===== src/design/ptzfb_pkg.sv =====
// ptzfb_pkg: shared types, register defaults and the verb table for the
// pan/tilt/zoom frame builder. No dependencies.

package ptzfb_pkg;

   // register indexes on the csr port
   localparam logic [2:0] CSR_SYNC_BYTE      = 3'd0;
   localparam logic [2:0] CSR_DEVICE_ADDRESS = 3'd1;
   localparam logic [2:0] CSR_TERM_ENABLE    = 3'd2;
   localparam logic [2:0] CSR_TERM_BYTE      = 3'd3;
   localparam logic [2:0] CSR_CHECKSUM_MODE  = 3'd4;
   localparam logic [2:0] CSR_DEFAULT_SPEED  = 3'd5;
   localparam logic [2:0] CSR_AUX_ENABLE     = 3'd6;
   localparam logic [2:0] CSR_PRESET_ENABLE  = 3'd7;

   localparam logic [7:0] RST_SYNC_BYTE      = 8'hc5;
   localparam logic [7:0] RST_DEVICE_ADDRESS = 8'h01;
   localparam logic       RST_TERM_ENABLE    = 1'b1;
   localparam logic [7:0] RST_TERM_BYTE      = 8'h5c;
   localparam logic       RST_CHECKSUM_MODE  = 1'b0;
   localparam logic [5:0] RST_DEFAULT_SPEED  = 6'd63;
   localparam logic       RST_AUX_ENABLE     = 1'b0;
   localparam logic       RST_PRESET_ENABLE  = 1'b0;

   // operations and verbs
   localparam logic       OP_VERB   = 1'b0;
   localparam logic       OP_PRESET = 1'b1;
   localparam logic [3:0] VERB_STOP  = 4'd0;
   localparam logic [3:0] VERB_NEAR  = 4'd1;
   localparam logic [3:0] VERB_FAR   = 4'd2;
   localparam logic [3:0] VERB_TELE  = 4'd3;
   localparam logic [3:0] VERB_WIDE  = 4'd4;
   localparam logic [3:0] VERB_UP    = 4'd5;
   localparam logic [3:0] VERB_DOWN  = 4'd6;
   localparam logic [3:0] VERB_LEFT  = 4'd7;
   localparam logic [3:0] VERB_RIGHT = 4'd8;
   localparam logic [3:0] VERB_DAY   = 4'd9;
   localparam logic [3:0] VERB_NIGHT = 4'd10;

   localparam logic [7:0] PRESET_CMD = 8'h07;
   localparam logic [7:0] SPEED_MAX  = 8'd63;

   // speed slot of a verb
   localparam logic [1:0] SLOT_NONE = 2'd0;
   localparam logic [1:0] SLOT_PAN  = 2'd1;
   localparam logic [1:0] SLOT_TILT = 2'd2;

   // byte positions within a frame
   localparam logic [2:0] POS_SYNC     = 3'd0;
   localparam logic [2:0] POS_ADDRESS  = 3'd1;
   localparam logic [2:0] POS_CMD1     = 3'd2;
   localparam logic [2:0] POS_CMD2     = 3'd3;
   localparam logic [2:0] POS_DATA1    = 3'd4;
   localparam logic [2:0] POS_DATA2    = 3'd5;
   localparam logic [2:0] POS_CHECKSUM = 3'd6;
   localparam logic [2:0] POS_TERM     = 3'd7;

   // floor(sum / 100) as (sum * 41) >> 12, exact for sums below 1000
   localparam int          SUM_W      = 10;
   localparam logic [5:0]  RECIP_100  = 6'd41;
   localparam int          RECIP_SHIFT = 12;
   localparam logic [6:0]  MOD_BASE   = 7'd100;

   localparam int QUEUE_DEPTH = 4;

   typedef struct packed {
      logic       operation;
      logic [3:0] verb;
      logic [7:0] speed;
      logic [7:0] preset;
   } req_type;

   typedef struct packed {
      logic [7:0] frame_byte;
      logic       last_byte;
      logic       refused;
   } rsp_type;

   typedef struct packed {
      logic [7:0] sync_byte;
      logic [7:0] device_address;
      logic       terminator_enable;
      logic [7:0] terminator_byte;
      logic       checksum_mode;
      logic [5:0] default_speed;
      logic       aux_enable;
      logic       preset_enable;
   } cfg_type;

   typedef struct packed {
      logic [7:0] cmd1;
      logic [7:0] cmd2;
      logic [7:0] dat1;
      logic [7:0] dat2;
      logic [1:0] slot;
   } verb_entry_type;

   // one classified command, ready to be serialized
   typedef struct packed {
      logic       refused;
      logic [7:0] cmd1;
      logic [7:0] cmd2;
      logic [7:0] dat1;
      logic [7:0] dat2;
      logic [7:0] checksum;
   } frame_type;

   function automatic verb_entry_type verb_lookup(input logic [3:0] verb);
      verb_entry_type e;
      e = '{cmd1: 8'h00, cmd2: 8'h00, dat1: 8'h00, dat2: 8'h00, slot: SLOT_NONE};
      case (verb)
         VERB_STOP:  e.cmd2 = 8'h00;
         VERB_NEAR:  e.cmd1 = 8'h01;
         VERB_FAR:   e.cmd2 = 8'h80;
         VERB_TELE:  e.cmd2 = 8'h20;
         VERB_WIDE:  e.cmd2 = 8'h40;
         VERB_UP: begin
            e.cmd2 = 8'h08;
            e.slot = SLOT_TILT;
         end
         VERB_DOWN: begin
            e.cmd2 = 8'h10;
            e.slot = SLOT_TILT;
         end
         VERB_LEFT: begin
            e.cmd2 = 8'h04;
            e.slot = SLOT_PAN;
         end
         VERB_RIGHT: begin
            e.cmd2 = 8'h02;
            e.slot = SLOT_PAN;
         end
         VERB_DAY: begin
            e.cmd2 = 8'h0b;
            e.dat2 = 8'h01;
         end
         VERB_NIGHT: begin
            e.cmd2 = 8'h09;
            e.dat2 = 8'h01;
         end
         default: e.cmd2 = 8'h00;
      endcase
      return e;
   endfunction

endpackage


===== src/design/ptzfb_front.sv =====
// ptzfb_front: accepts commands, checks them against the enables, fills in
// the speed and computes the checksum. Depends on ptzfb_pkg.

module ptzfb_front (
   input  logic                clock,
   input  logic                reset,
   input  logic                req_valid,
   output logic                req_stall,
   input  ptzfb_pkg::req_type  req_data,
   input  ptzfb_pkg::cfg_type  cfg,
   output logic                push_valid,
   input  logic                push_stall,
   output ptzfb_pkg::frame_type push_data
);

   logic                         valid_ff, valid_in;
   logic                         refused_ff, refused_in;
   logic                         mode_ff, mode_in;
   logic [7:0]                   cmd1_ff, cmd1_in, cmd2_ff, cmd2_in;
   logic [7:0]                   dat1_ff, dat1_in, dat2_ff, dat2_in;
   logic [ptzfb_pkg::SUM_W-1:0]  sum_ff, sum_in;
   ptzfb_pkg::verb_entry_type    entry;
   logic [7:0]                   spd;
   logic                         accept;
   logic [15:0]                  recip_prod;
   logic [2:0]                   quot;
   logic [ptzfb_pkg::SUM_W-1:0]  rem;

   assign req_stall = valid_ff && push_stall;
   assign accept    = req_valid && !req_stall;

   always_comb begin
      entry = ptzfb_pkg::verb_lookup(req_data.verb);
      if (req_data.speed == 8'd0) begin
         spd = {2'b00, cfg.default_speed};
      end else if (req_data.speed > ptzfb_pkg::SPEED_MAX) begin
         spd = ptzfb_pkg::SPEED_MAX;
      end else begin
         spd = req_data.speed;
      end

      refused_in = 1'b0;
      cmd1_in    = entry.cmd1;
      cmd2_in    = entry.cmd2;
      dat1_in    = entry.dat1;
      dat2_in    = entry.dat2;
      if (req_data.operation == ptzfb_pkg::OP_PRESET) begin
         refused_in = !cfg.preset_enable;
         cmd1_in    = 8'h00;
         cmd2_in    = ptzfb_pkg::PRESET_CMD;
         dat1_in    = 8'h00;
         dat2_in    = req_data.preset;
      end else begin
         if (req_data.verb > ptzfb_pkg::VERB_NIGHT) begin
            refused_in = 1'b1;
         end else if ((req_data.verb == ptzfb_pkg::VERB_DAY ||
                       req_data.verb == ptzfb_pkg::VERB_NIGHT) && !cfg.aux_enable) begin
            refused_in = 1'b1;
         end
         if (entry.slot == ptzfb_pkg::SLOT_PAN) begin
            dat1_in = spd;
         end else if (entry.slot == ptzfb_pkg::SLOT_TILT) begin
            dat2_in = spd;
         end
      end
      mode_in = cfg.checksum_mode;
      sum_in  = {2'b00, cfg.device_address} + {2'b00, cmd1_in} + {2'b00, cmd2_in}
              + {2'b00, dat1_in} + {2'b00, dat2_in};
   end

   always_comb begin
      valid_in = valid_ff;
      if (accept) begin
         valid_in = 1'b1;
      end else if (valid_ff && !push_stall) begin
         valid_in = 1'b0;
      end
   end

   always_ff @(posedge clock) begin
      if (reset) begin
         valid_ff <= 1'b0;
      end else begin
         valid_ff <= valid_in;
      end
   end

   always_ff @(posedge clock) begin
      if (accept) begin
         refused_ff <= refused_in;
         mode_ff    <= mode_in;
         cmd1_ff    <= cmd1_in;
         cmd2_ff    <= cmd2_in;
         dat1_ff    <= dat1_in;
         dat2_ff    <= dat2_in;
         sum_ff     <= sum_in;
      end
   end

   // sum mod 100 through a reciprocal multiply, sum stays below 1000
   always_comb begin
      recip_prod = {6'b0, sum_ff} * {10'b0, ptzfb_pkg::RECIP_100};
      quot       = recip_prod[ptzfb_pkg::RECIP_SHIFT +: 3];
      rem        = sum_ff - ({7'b0, quot} * {3'b0, ptzfb_pkg::MOD_BASE});
   end

   assign push_valid         = valid_ff;
   assign push_data.refused  = refused_ff;
   assign push_data.cmd1     = cmd1_ff;
   assign push_data.cmd2     = cmd2_ff;
   assign push_data.dat1     = dat1_ff;
   assign push_data.dat2     = dat2_ff;
   assign push_data.checksum = mode_ff ? sum_ff[7:0] : rem[7:0];

endmodule


===== src/design/ptzfb_queue.sv =====
// ptzfb_queue: short first-in first-out queue of classified frames between
// the front and back parts. Depends on ptzfb_pkg.

module ptzfb_queue #(
   parameter int DEPTH = ptzfb_pkg::QUEUE_DEPTH
) (
   input  logic                 clock,
   input  logic                 reset,
   input  logic                 push_valid,
   output logic                 push_stall,
   input  ptzfb_pkg::frame_type push_data,
   output logic                 pop_valid,
   input  logic                 pop_take,
   output ptzfb_pkg::frame_type pop_data
);

   localparam int PTR_W = (DEPTH > 1) ? $clog2(DEPTH) : 1;
   localparam int CNT_W = $clog2(DEPTH + 1);
   localparam logic [PTR_W-1:0] LAST_PTR = PTR_W'(DEPTH - 1);
   localparam logic [CNT_W-1:0] FULL_CNT = CNT_W'(DEPTH);

   ptzfb_pkg::frame_type  entries_ff [DEPTH];
   logic [PTR_W-1:0]      wr_ptr_ff, wr_ptr_in, rd_ptr_ff, rd_ptr_in;
   logic [CNT_W-1:0]      count_ff, count_in;
   logic                  do_push, do_pop;

   assign push_stall = (count_ff == FULL_CNT);
   assign pop_valid  = (count_ff != '0);
   assign do_push    = push_valid && !push_stall;
   assign do_pop     = pop_take && pop_valid;
   assign pop_data   = entries_ff[rd_ptr_ff];

   always_comb begin
      wr_ptr_in = wr_ptr_ff;
      rd_ptr_in = rd_ptr_ff;
      count_in  = count_ff;
      if (do_push) begin
         wr_ptr_in = (wr_ptr_ff == LAST_PTR) ? '0 : wr_ptr_ff + PTR_W'(1);
      end
      if (do_pop) begin
         rd_ptr_in = (rd_ptr_ff == LAST_PTR) ? '0 : rd_ptr_ff + PTR_W'(1);
      end
      if (do_push && !do_pop) begin
         count_in = count_ff + CNT_W'(1);
      end else if (do_pop && !do_push) begin
         count_in = count_ff - CNT_W'(1);
      end
   end

   always_ff @(posedge clock) begin
      if (reset) begin
         wr_ptr_ff <= '0;
         rd_ptr_ff <= '0;
         count_ff  <= '0;
      end else begin
         wr_ptr_ff <= wr_ptr_in;
         rd_ptr_ff <= rd_ptr_in;
         count_ff  <= count_in;
      end
   end

   always_ff @(posedge clock) begin
      if (do_push) begin
         entries_ff[wr_ptr_ff] <= push_data;
      end
   end

endmodule


===== src/design/ptzfb_back.sv =====
// ptzfb_back: serializes the frame at the head of the queue, one byte per
// transaction, into the output register. Depends on ptzfb_pkg.

module ptzfb_back (
   input  logic                 clock,
   input  logic                 reset,
   input  ptzfb_pkg::cfg_type   cfg,
   input  logic                 pop_valid,
   output logic                 pop_take,
   input  ptzfb_pkg::frame_type pop_data,
   output logic                 rsp_valid,
   input  logic                 rsp_stall,
   output ptzfb_pkg::rsp_type   rsp_data
);

   logic [2:0]          pos_ff, pos_in;
   logic                rsp_valid_ff, rsp_valid_in;
   ptzfb_pkg::rsp_type  rsp_data_ff, rsp_data_in;
   logic                load;

   assign load = pop_valid && (!rsp_valid_ff || !rsp_stall);

   always_comb begin
      rsp_data_in.refused   = pop_data.refused;
      rsp_data_in.last_byte = 1'b0;
      case (pos_ff)
         ptzfb_pkg::POS_SYNC:     rsp_data_in.frame_byte = cfg.sync_byte;
         ptzfb_pkg::POS_ADDRESS:  rsp_data_in.frame_byte = cfg.device_address;
         ptzfb_pkg::POS_CMD1:     rsp_data_in.frame_byte = pop_data.cmd1;
         ptzfb_pkg::POS_CMD2:     rsp_data_in.frame_byte = pop_data.cmd2;
         ptzfb_pkg::POS_DATA1:    rsp_data_in.frame_byte = pop_data.dat1;
         ptzfb_pkg::POS_DATA2:    rsp_data_in.frame_byte = pop_data.dat2;
         ptzfb_pkg::POS_CHECKSUM: rsp_data_in.frame_byte = pop_data.checksum;
         ptzfb_pkg::POS_TERM:     rsp_data_in.frame_byte = cfg.terminator_byte;
         default:                 rsp_data_in.frame_byte = 8'h00;
      endcase
      if (pop_data.refused) begin
         rsp_data_in.frame_byte = 8'h00;
         rsp_data_in.last_byte  = 1'b1;
      end else if (pos_ff == ptzfb_pkg::POS_TERM) begin
         rsp_data_in.last_byte = 1'b1;
      end else if (pos_ff == ptzfb_pkg::POS_CHECKSUM && !cfg.terminator_enable) begin
         rsp_data_in.last_byte = 1'b1;
      end

      pop_take = load && rsp_data_in.last_byte;
      pos_in   = pos_ff;
      if (load) begin
         pos_in = rsp_data_in.last_byte ? ptzfb_pkg::POS_SYNC : pos_ff + 3'd1;
      end

      rsp_valid_in = rsp_valid_ff;
      if (load) begin
         rsp_valid_in = 1'b1;
      end else if (!rsp_stall) begin
         rsp_valid_in = 1'b0;
      end
   end

   always_ff @(posedge clock) begin
      if (reset) begin
         pos_ff       <= ptzfb_pkg::POS_SYNC;
         rsp_valid_ff <= 1'b0;
      end else begin
         pos_ff       <= pos_in;
         rsp_valid_ff <= rsp_valid_in;
      end
   end

   always_ff @(posedge clock) begin
      if (load) begin
         rsp_data_ff <= rsp_data_in;
      end
   end

   assign rsp_valid = rsp_valid_ff;
   assign rsp_data  = rsp_data_ff;

endmodule


===== src/design/ptz_command_frame_builder_core.sv =====
// ptz_command_frame_builder_core: pan/tilt/zoom command to serial frame bytes.
// Path: the first byte of a transaction's frame passes through the front register, the
// queue and the output register. Throughput: one output byte per cycle while rsp_stall
// is low; a frame is 7 or 8 bytes and a refusal 1 byte, the output register sets this.
// Up to QUEUE_DEPTH commands wait in the queue.
// Reset: synchronous, empties the queue and restores all register defaults.

module ptz_command_frame_builder_core #(
   parameter int QUEUE_DEPTH = ptzfb_pkg::QUEUE_DEPTH
) (
   input  logic               clock,
   input  logic               reset,
   input  logic               req_valid,
   output logic               req_stall,
   input  ptzfb_pkg::req_type req_data,
   output logic               rsp_valid,
   input  logic               rsp_stall,
   output ptzfb_pkg::rsp_type rsp_data,
   input  logic               csr_write_enable,
   input  logic [2:0]         csr_index,
   input  logic [7:0]         csr_write_data
);

   ptzfb_pkg::cfg_type   cfg_ff, cfg_in;
   logic                 push_valid, push_stall;
   ptzfb_pkg::frame_type push_data;
   logic                 pop_valid, pop_take;
   ptzfb_pkg::frame_type pop_data;

   always_comb begin
      cfg_in = cfg_ff;
      if (csr_write_enable) begin
         case (csr_index)
            ptzfb_pkg::CSR_SYNC_BYTE:      cfg_in.sync_byte         = csr_write_data;
            ptzfb_pkg::CSR_DEVICE_ADDRESS: cfg_in.device_address    = csr_write_data;
            ptzfb_pkg::CSR_TERM_ENABLE:    cfg_in.terminator_enable = csr_write_data[0];
            ptzfb_pkg::CSR_TERM_BYTE:      cfg_in.terminator_byte   = csr_write_data;
            ptzfb_pkg::CSR_CHECKSUM_MODE:  cfg_in.checksum_mode     = csr_write_data[0];
            ptzfb_pkg::CSR_DEFAULT_SPEED:  cfg_in.default_speed     = csr_write_data[5:0];
            ptzfb_pkg::CSR_AUX_ENABLE:     cfg_in.aux_enable        = csr_write_data[0];
            ptzfb_pkg::CSR_PRESET_ENABLE:  cfg_in.preset_enable     = csr_write_data[0];
            default:                       cfg_in = cfg_ff;
         endcase
      end
   end

   always_ff @(posedge clock) begin
      if (reset) begin
         cfg_ff.sync_byte         <= ptzfb_pkg::RST_SYNC_BYTE;
         cfg_ff.device_address    <= ptzfb_pkg::RST_DEVICE_ADDRESS;
         cfg_ff.terminator_enable <= ptzfb_pkg::RST_TERM_ENABLE;
         cfg_ff.terminator_byte   <= ptzfb_pkg::RST_TERM_BYTE;
         cfg_ff.checksum_mode     <= ptzfb_pkg::RST_CHECKSUM_MODE;
         cfg_ff.default_speed     <= ptzfb_pkg::RST_DEFAULT_SPEED;
         cfg_ff.aux_enable        <= ptzfb_pkg::RST_AUX_ENABLE;
         cfg_ff.preset_enable     <= ptzfb_pkg::RST_PRESET_ENABLE;
      end else begin
         cfg_ff <= cfg_in;
      end
   end

   ptzfb_front u_front (
      .clock      (clock),
      .reset      (reset),
      .req_valid  (req_valid),
      .req_stall  (req_stall),
      .req_data   (req_data),
      .cfg        (cfg_ff),
      .push_valid (push_valid),
      .push_stall (push_stall),
      .push_data  (push_data)
   );

   ptzfb_queue #(
      .DEPTH (QUEUE_DEPTH)
   ) u_queue (
      .clock      (clock),
      .reset      (reset),
      .push_valid (push_valid),
      .push_stall (push_stall),
      .push_data  (push_data),
      .pop_valid  (pop_valid),
      .pop_take   (pop_take),
      .pop_data   (pop_data)
   );

   ptzfb_back u_back (
      .clock     (clock),
      .reset     (reset),
      .cfg       (cfg_ff),
      .pop_valid (pop_valid),
      .pop_take  (pop_take),
      .pop_data  (pop_data),
      .rsp_valid (rsp_valid),
      .rsp_stall (rsp_stall),
      .rsp_data  (rsp_data)
   );

endmodule

===== config.mk =====
export PLATFORM = sky130hd
export DESIGN_NAME = ptz_command_frame_builder_core
export DESIGN_NICKNAME = d
export VERILOG_FILES = /design/src/design/ptzfb_pkg.sv /design/src/design/ptzfb_front.sv /design/src/design/ptzfb_queue.sv /design/src/design/ptzfb_back.sv /design/src/design/ptz_command_frame_builder_core.sv
export SDC_FILE = /design/constraint.sdc
export NUM_CORES = 1
export LEC_CHECK = 0
export BUFFER_PORTS_ARGS = -buffer_cell sky130_fd_sc_hd__buf_2
export CORE_MARGIN = 5
export CORE_UTILIZATION = 45
export CTS_CLUSTER_DIAMETER = 200
export DETAILED_ROUTE_END_ITERATION = 7
export PLACE_DENSITY = 0.68
export SLEW_MARGIN = 20
export SYNTH_ARGS = -nofsm -noshare
export SYNTH_HDL_FRONTEND = slang
export SYNTH_HIERARCHICAL = 1
export SYNTH_SLANG_ARGS = --single-unit

===== constraint.sdc =====
create_clock -name clock -period 5.58 [get_ports clock]
set_clock_uncertainty 0.1 [all_clocks]
set_input_delay 0.279 -clock clock [delete_from_list [all_inputs] [get_ports clock]]
set_output_delay 0.279 -clock clock [all_outputs]
set_load 0.02 [all_outputs]

==> metrics.yaml <==
syn_to_final_growth_pct: 11.8
r2r_setup_slack_ns: 0.50
postCtsSetupBuffers: 0
use_met1_pct: 24.1
final_cell_mix: "edfxtp_1 (211), ha_1 (58), inv_1 (54), buf_2 (48), dfxtp_1 (46)"
rsz0062_at_grt: "no"
dpl_worst_slack_ns: 0.473
pwr-share-clk_pct: 28.6
die-area_um2: 30800
routedWlPerCell_um: 20.6
critPathLaunchType: "flip-flop"
postCtsHoldBufs: 11
cts_num_sinks: 259
clk_latency_ns: 0.52
irDropWorstVdd_mv: 0.280
required_ns: 5.71
setup_viol: 0
fin_crit_sh_pct: 91.0
numPortBuffers: 48
initial_core_util_pct: 45.7
worstRegToRegCells: 17
drt_iter0_markers: 521
finalWirelength_um: 25500
path_clk_slew_ns: 0.06
die_h_um: 175
synth_area_um2: 12300
ys_ff_latch: 259
nets: 991
period_needed_ns: 5.08
sw_frac_of_total_pct: 30.5
drv_cap: 0
overflow: 0
globalRouteMet2Util_pct: 26.6
die_w_um: 175
syn-instance-count: 819
grtUsageMet3_pct: 2.91
drive_above_1_share_pct: 20.0
synth.yosys.seq_area_share_pct: 59.3
hold_viol: 0
run_status: "finished, final reports clean"
worstReg2RegEnd: "u_queue/entries_ff[3][7]"
dr.pass1.iters: 6
grt_max_degree: 64
holdPathEnd: "cfg_ff[18]"
globalplace.congestion: 0.821
vias: 6794
synth.area.top_cells: "edfxtp_1 (51%), dfxtp_1 (7.8%), mux4_2 (7.5%)"
pin_count: 49
route.detailed.drc: 0
grt_pass1_wl_um: 39700
slew_violations: 0
cp_max_fo: 5
synth_edf_count: 211
setup_tns_ns: 0
antenna_cells: 0
dp_hpwl_um: 17100
cp-end-kind: "flip-flop"
yosysWarnings: 6
ant_nets: 0
synth_top_area_share_pct: 51.5
busiest_layer: "met2"
power.density_nw_per_um2: 453
layout_commonest_cell: "edfxtp_1"
ys.flop_type: "edfxtp_1"
holdPathStages: 3
combinationalPowerShare_pct: 30.6
intPower_w: 0.00433
crit_start: "u_front/sum_ff[4]"
antenna_found_initial: 0
fmax_ghz: 0.197
reg2reg_from: "u_front/sum_ff[4]"
p_leak_nw: 5.09
hp-start: "csr_write_data[0]"
seq_power_share_pct: 40.8
slew_headroom_pct: 24.3
synth.distinct_cells: 71
grt_pass1_vias: 6878
fp.coreArea_um2: 27000
root_buffer: "clkbuf_16"
yosys.area.top_type: "edfxtp_1"
cts_max_level: 1
cts_max_path_buffers: 3
avgSynthCellArea_um2: 15.0
vias_per_cell: 5.51
setup_ws_ns: 0.505
rows: 60
crit_type: "flip-flop to flip-flop"
worst_hold_path_type: "input pin to flip-flop"
cts_tree: "yes"
cts_buffers: 27
grt_usage_pct: 16.5
fill_cells: 2256
ys_async_sr_fraction_pct: 0
post_cts_resized: 0
worst_pin_slew_ns: 1.11
crit_arrival_ns: 5.21
p_sw_w: 0.00190
[layer usage]
metal	part of all wire, %	vias up
met3	6.2	30
met2	47	204
met4	1.7	0
met1	45	3389
met5	0	-
li1	-	3171
[sequential cells by signal, indices dropped and copies added, names as in the netlist, 8 cells and up, named ones only]
| name | cells |
|---|---|
| u_front/dat1_ff | 8 |
| u_back/rsp_data | 10 |
| cfg_ff | 34 |
| u_queue/entries_ff | 164 |
| u_front/cmd2_ff | 8 |
| u_front/dat2_ff | 8 |
| u_front/sum_ff | 10 |
[critical path, cell delays in order (launching register included)]
cell	delay, ns
edfxtp_1	0.49
ha_1	0.36
fa_1	0.46
ha_1	0.31
ha_1	0.31
a21oi_1	0.20
o221ai_1	0.18
a221oi_1	0.32
xnor2_1	0.21
inv_1	0.14
ha_1	0.29
nor2b_1	0.13
o21a_1	0.19
o21a_1	0.19
o311ai_0	0.38
xnor2_1	0.19
mux2i_1	0.24
xnor2_1	0.13
[Yosys cell counts, types with 6 or more instances]
| library cell | n |
|---|---|
| buf_2 | 12 |
| edfxtp_1 | 211 |
| nand2b_1 | 37 |
| buf_4 | 17 |
| a311oi_1 | 7 |
| nand3_1 | 7 |
| a22o_1 | 9 |
| clkbuf_1 | 14 |
| nor2_1 | 44 |
| a21oi_1 | 14 |
| ha_1 | 58 |
| mux2_2 | 15 |
| inv_1 | 54 |
| nand2_1 | 19 |
| buf_6 | 6 |
| nor3_1 | 13 |
| mux2i_1 | 40 |
| a21o_1 | 6 |
| dfxtp_1 | 48 |
| mux4_2 | 41 |
| fa_1 | 23 |
| a221oi_1 | 9 |
| o21ai_0 | 9 |
| xnor2_1 | 14 |
[through the flow]
stage | area [um2] | instances | util, % | hold WS [ns] | total power (W)
floorplan | 12300 | 828 | - | 0.251 | 0.00403
global placement | 12800 | 1174 | 47.4 | 0.367 | 0.00445
detailed placement | 12800 | 1174 | 47.4 | 0.369 | 0.00450
CTS | 13800 | 1234 | 51.1 | 0.0165 | 0.00629
global route | 13800 | 1234 | 51.1 | 0.0423 | 0.00659
finish | 13800 | 1234 | 51.1 | 0.0353 | 0.00623
[layout make-up]
cell class                 count  area [um2]  share of cell area [%]
clock inverter                18         191                    1.39
inverter                      55         211                    1.54
clock buffer                  31         691                    5.02
sequential                   259        7300                    53.0
multi-input combinational    462        4530                    32.9
timing repair buffer          68         418                    3.04
tap                          341         427                    3.10
[how the worst max path moves through the flow]
stage                                to  cells after the start
6_report       u_queue/entries_ff[3][7]                     17
5_1_grt        u_queue/entries_ff[3][7]                     17
4_1_cts        u_queue/entries_ff[3][7]                     17
3_5_place_dp   u_queue/entries_ff[1][7]                     17
3_3_place_gp   u_queue/entries_ff[0][7]                     17
2_1_floorplan  u_queue/entries_ff[0][7]                     17
[power by group through the flow]
| stage | sequential, W | clock [W] | combinational, W |
|---|---|---|---|
| final | 0.00254 | 0.00178 | 0.00191 |
| after global routing | 0.00256 | 0.00189 | 0.00213 |
| after CTS | 0.00255 | 0.00181 | 0.00193 |
| after detailed placement | 0.00258 | 0 | 0.00191 |
| after global placement | 0.00258 | 0 | 0.00188 |
| after floorplan | 0.00260 | 0 | 0.00142 |
[kinds of logic after synthesis]
| kind of cell | after synthesis | share of synthesized area [%] |
|---|---|---|
| muxes | 96 | 12.1 |
| other | 2 | 0.0610 |
| and+or+nand+nor | 167 | 7.75 |
| xor gates and xnor gates | 19 | 1.35 |
| DFF | 259 | 59.3 |
| adders and majority gates | 82 | 9.71 |
| AOI/OAI and AO/OA | 87 | 5.43 |
| buffers and inverters | 107 | 4.31 |
No activity file was read; power rests on OpenSTA's default activity.
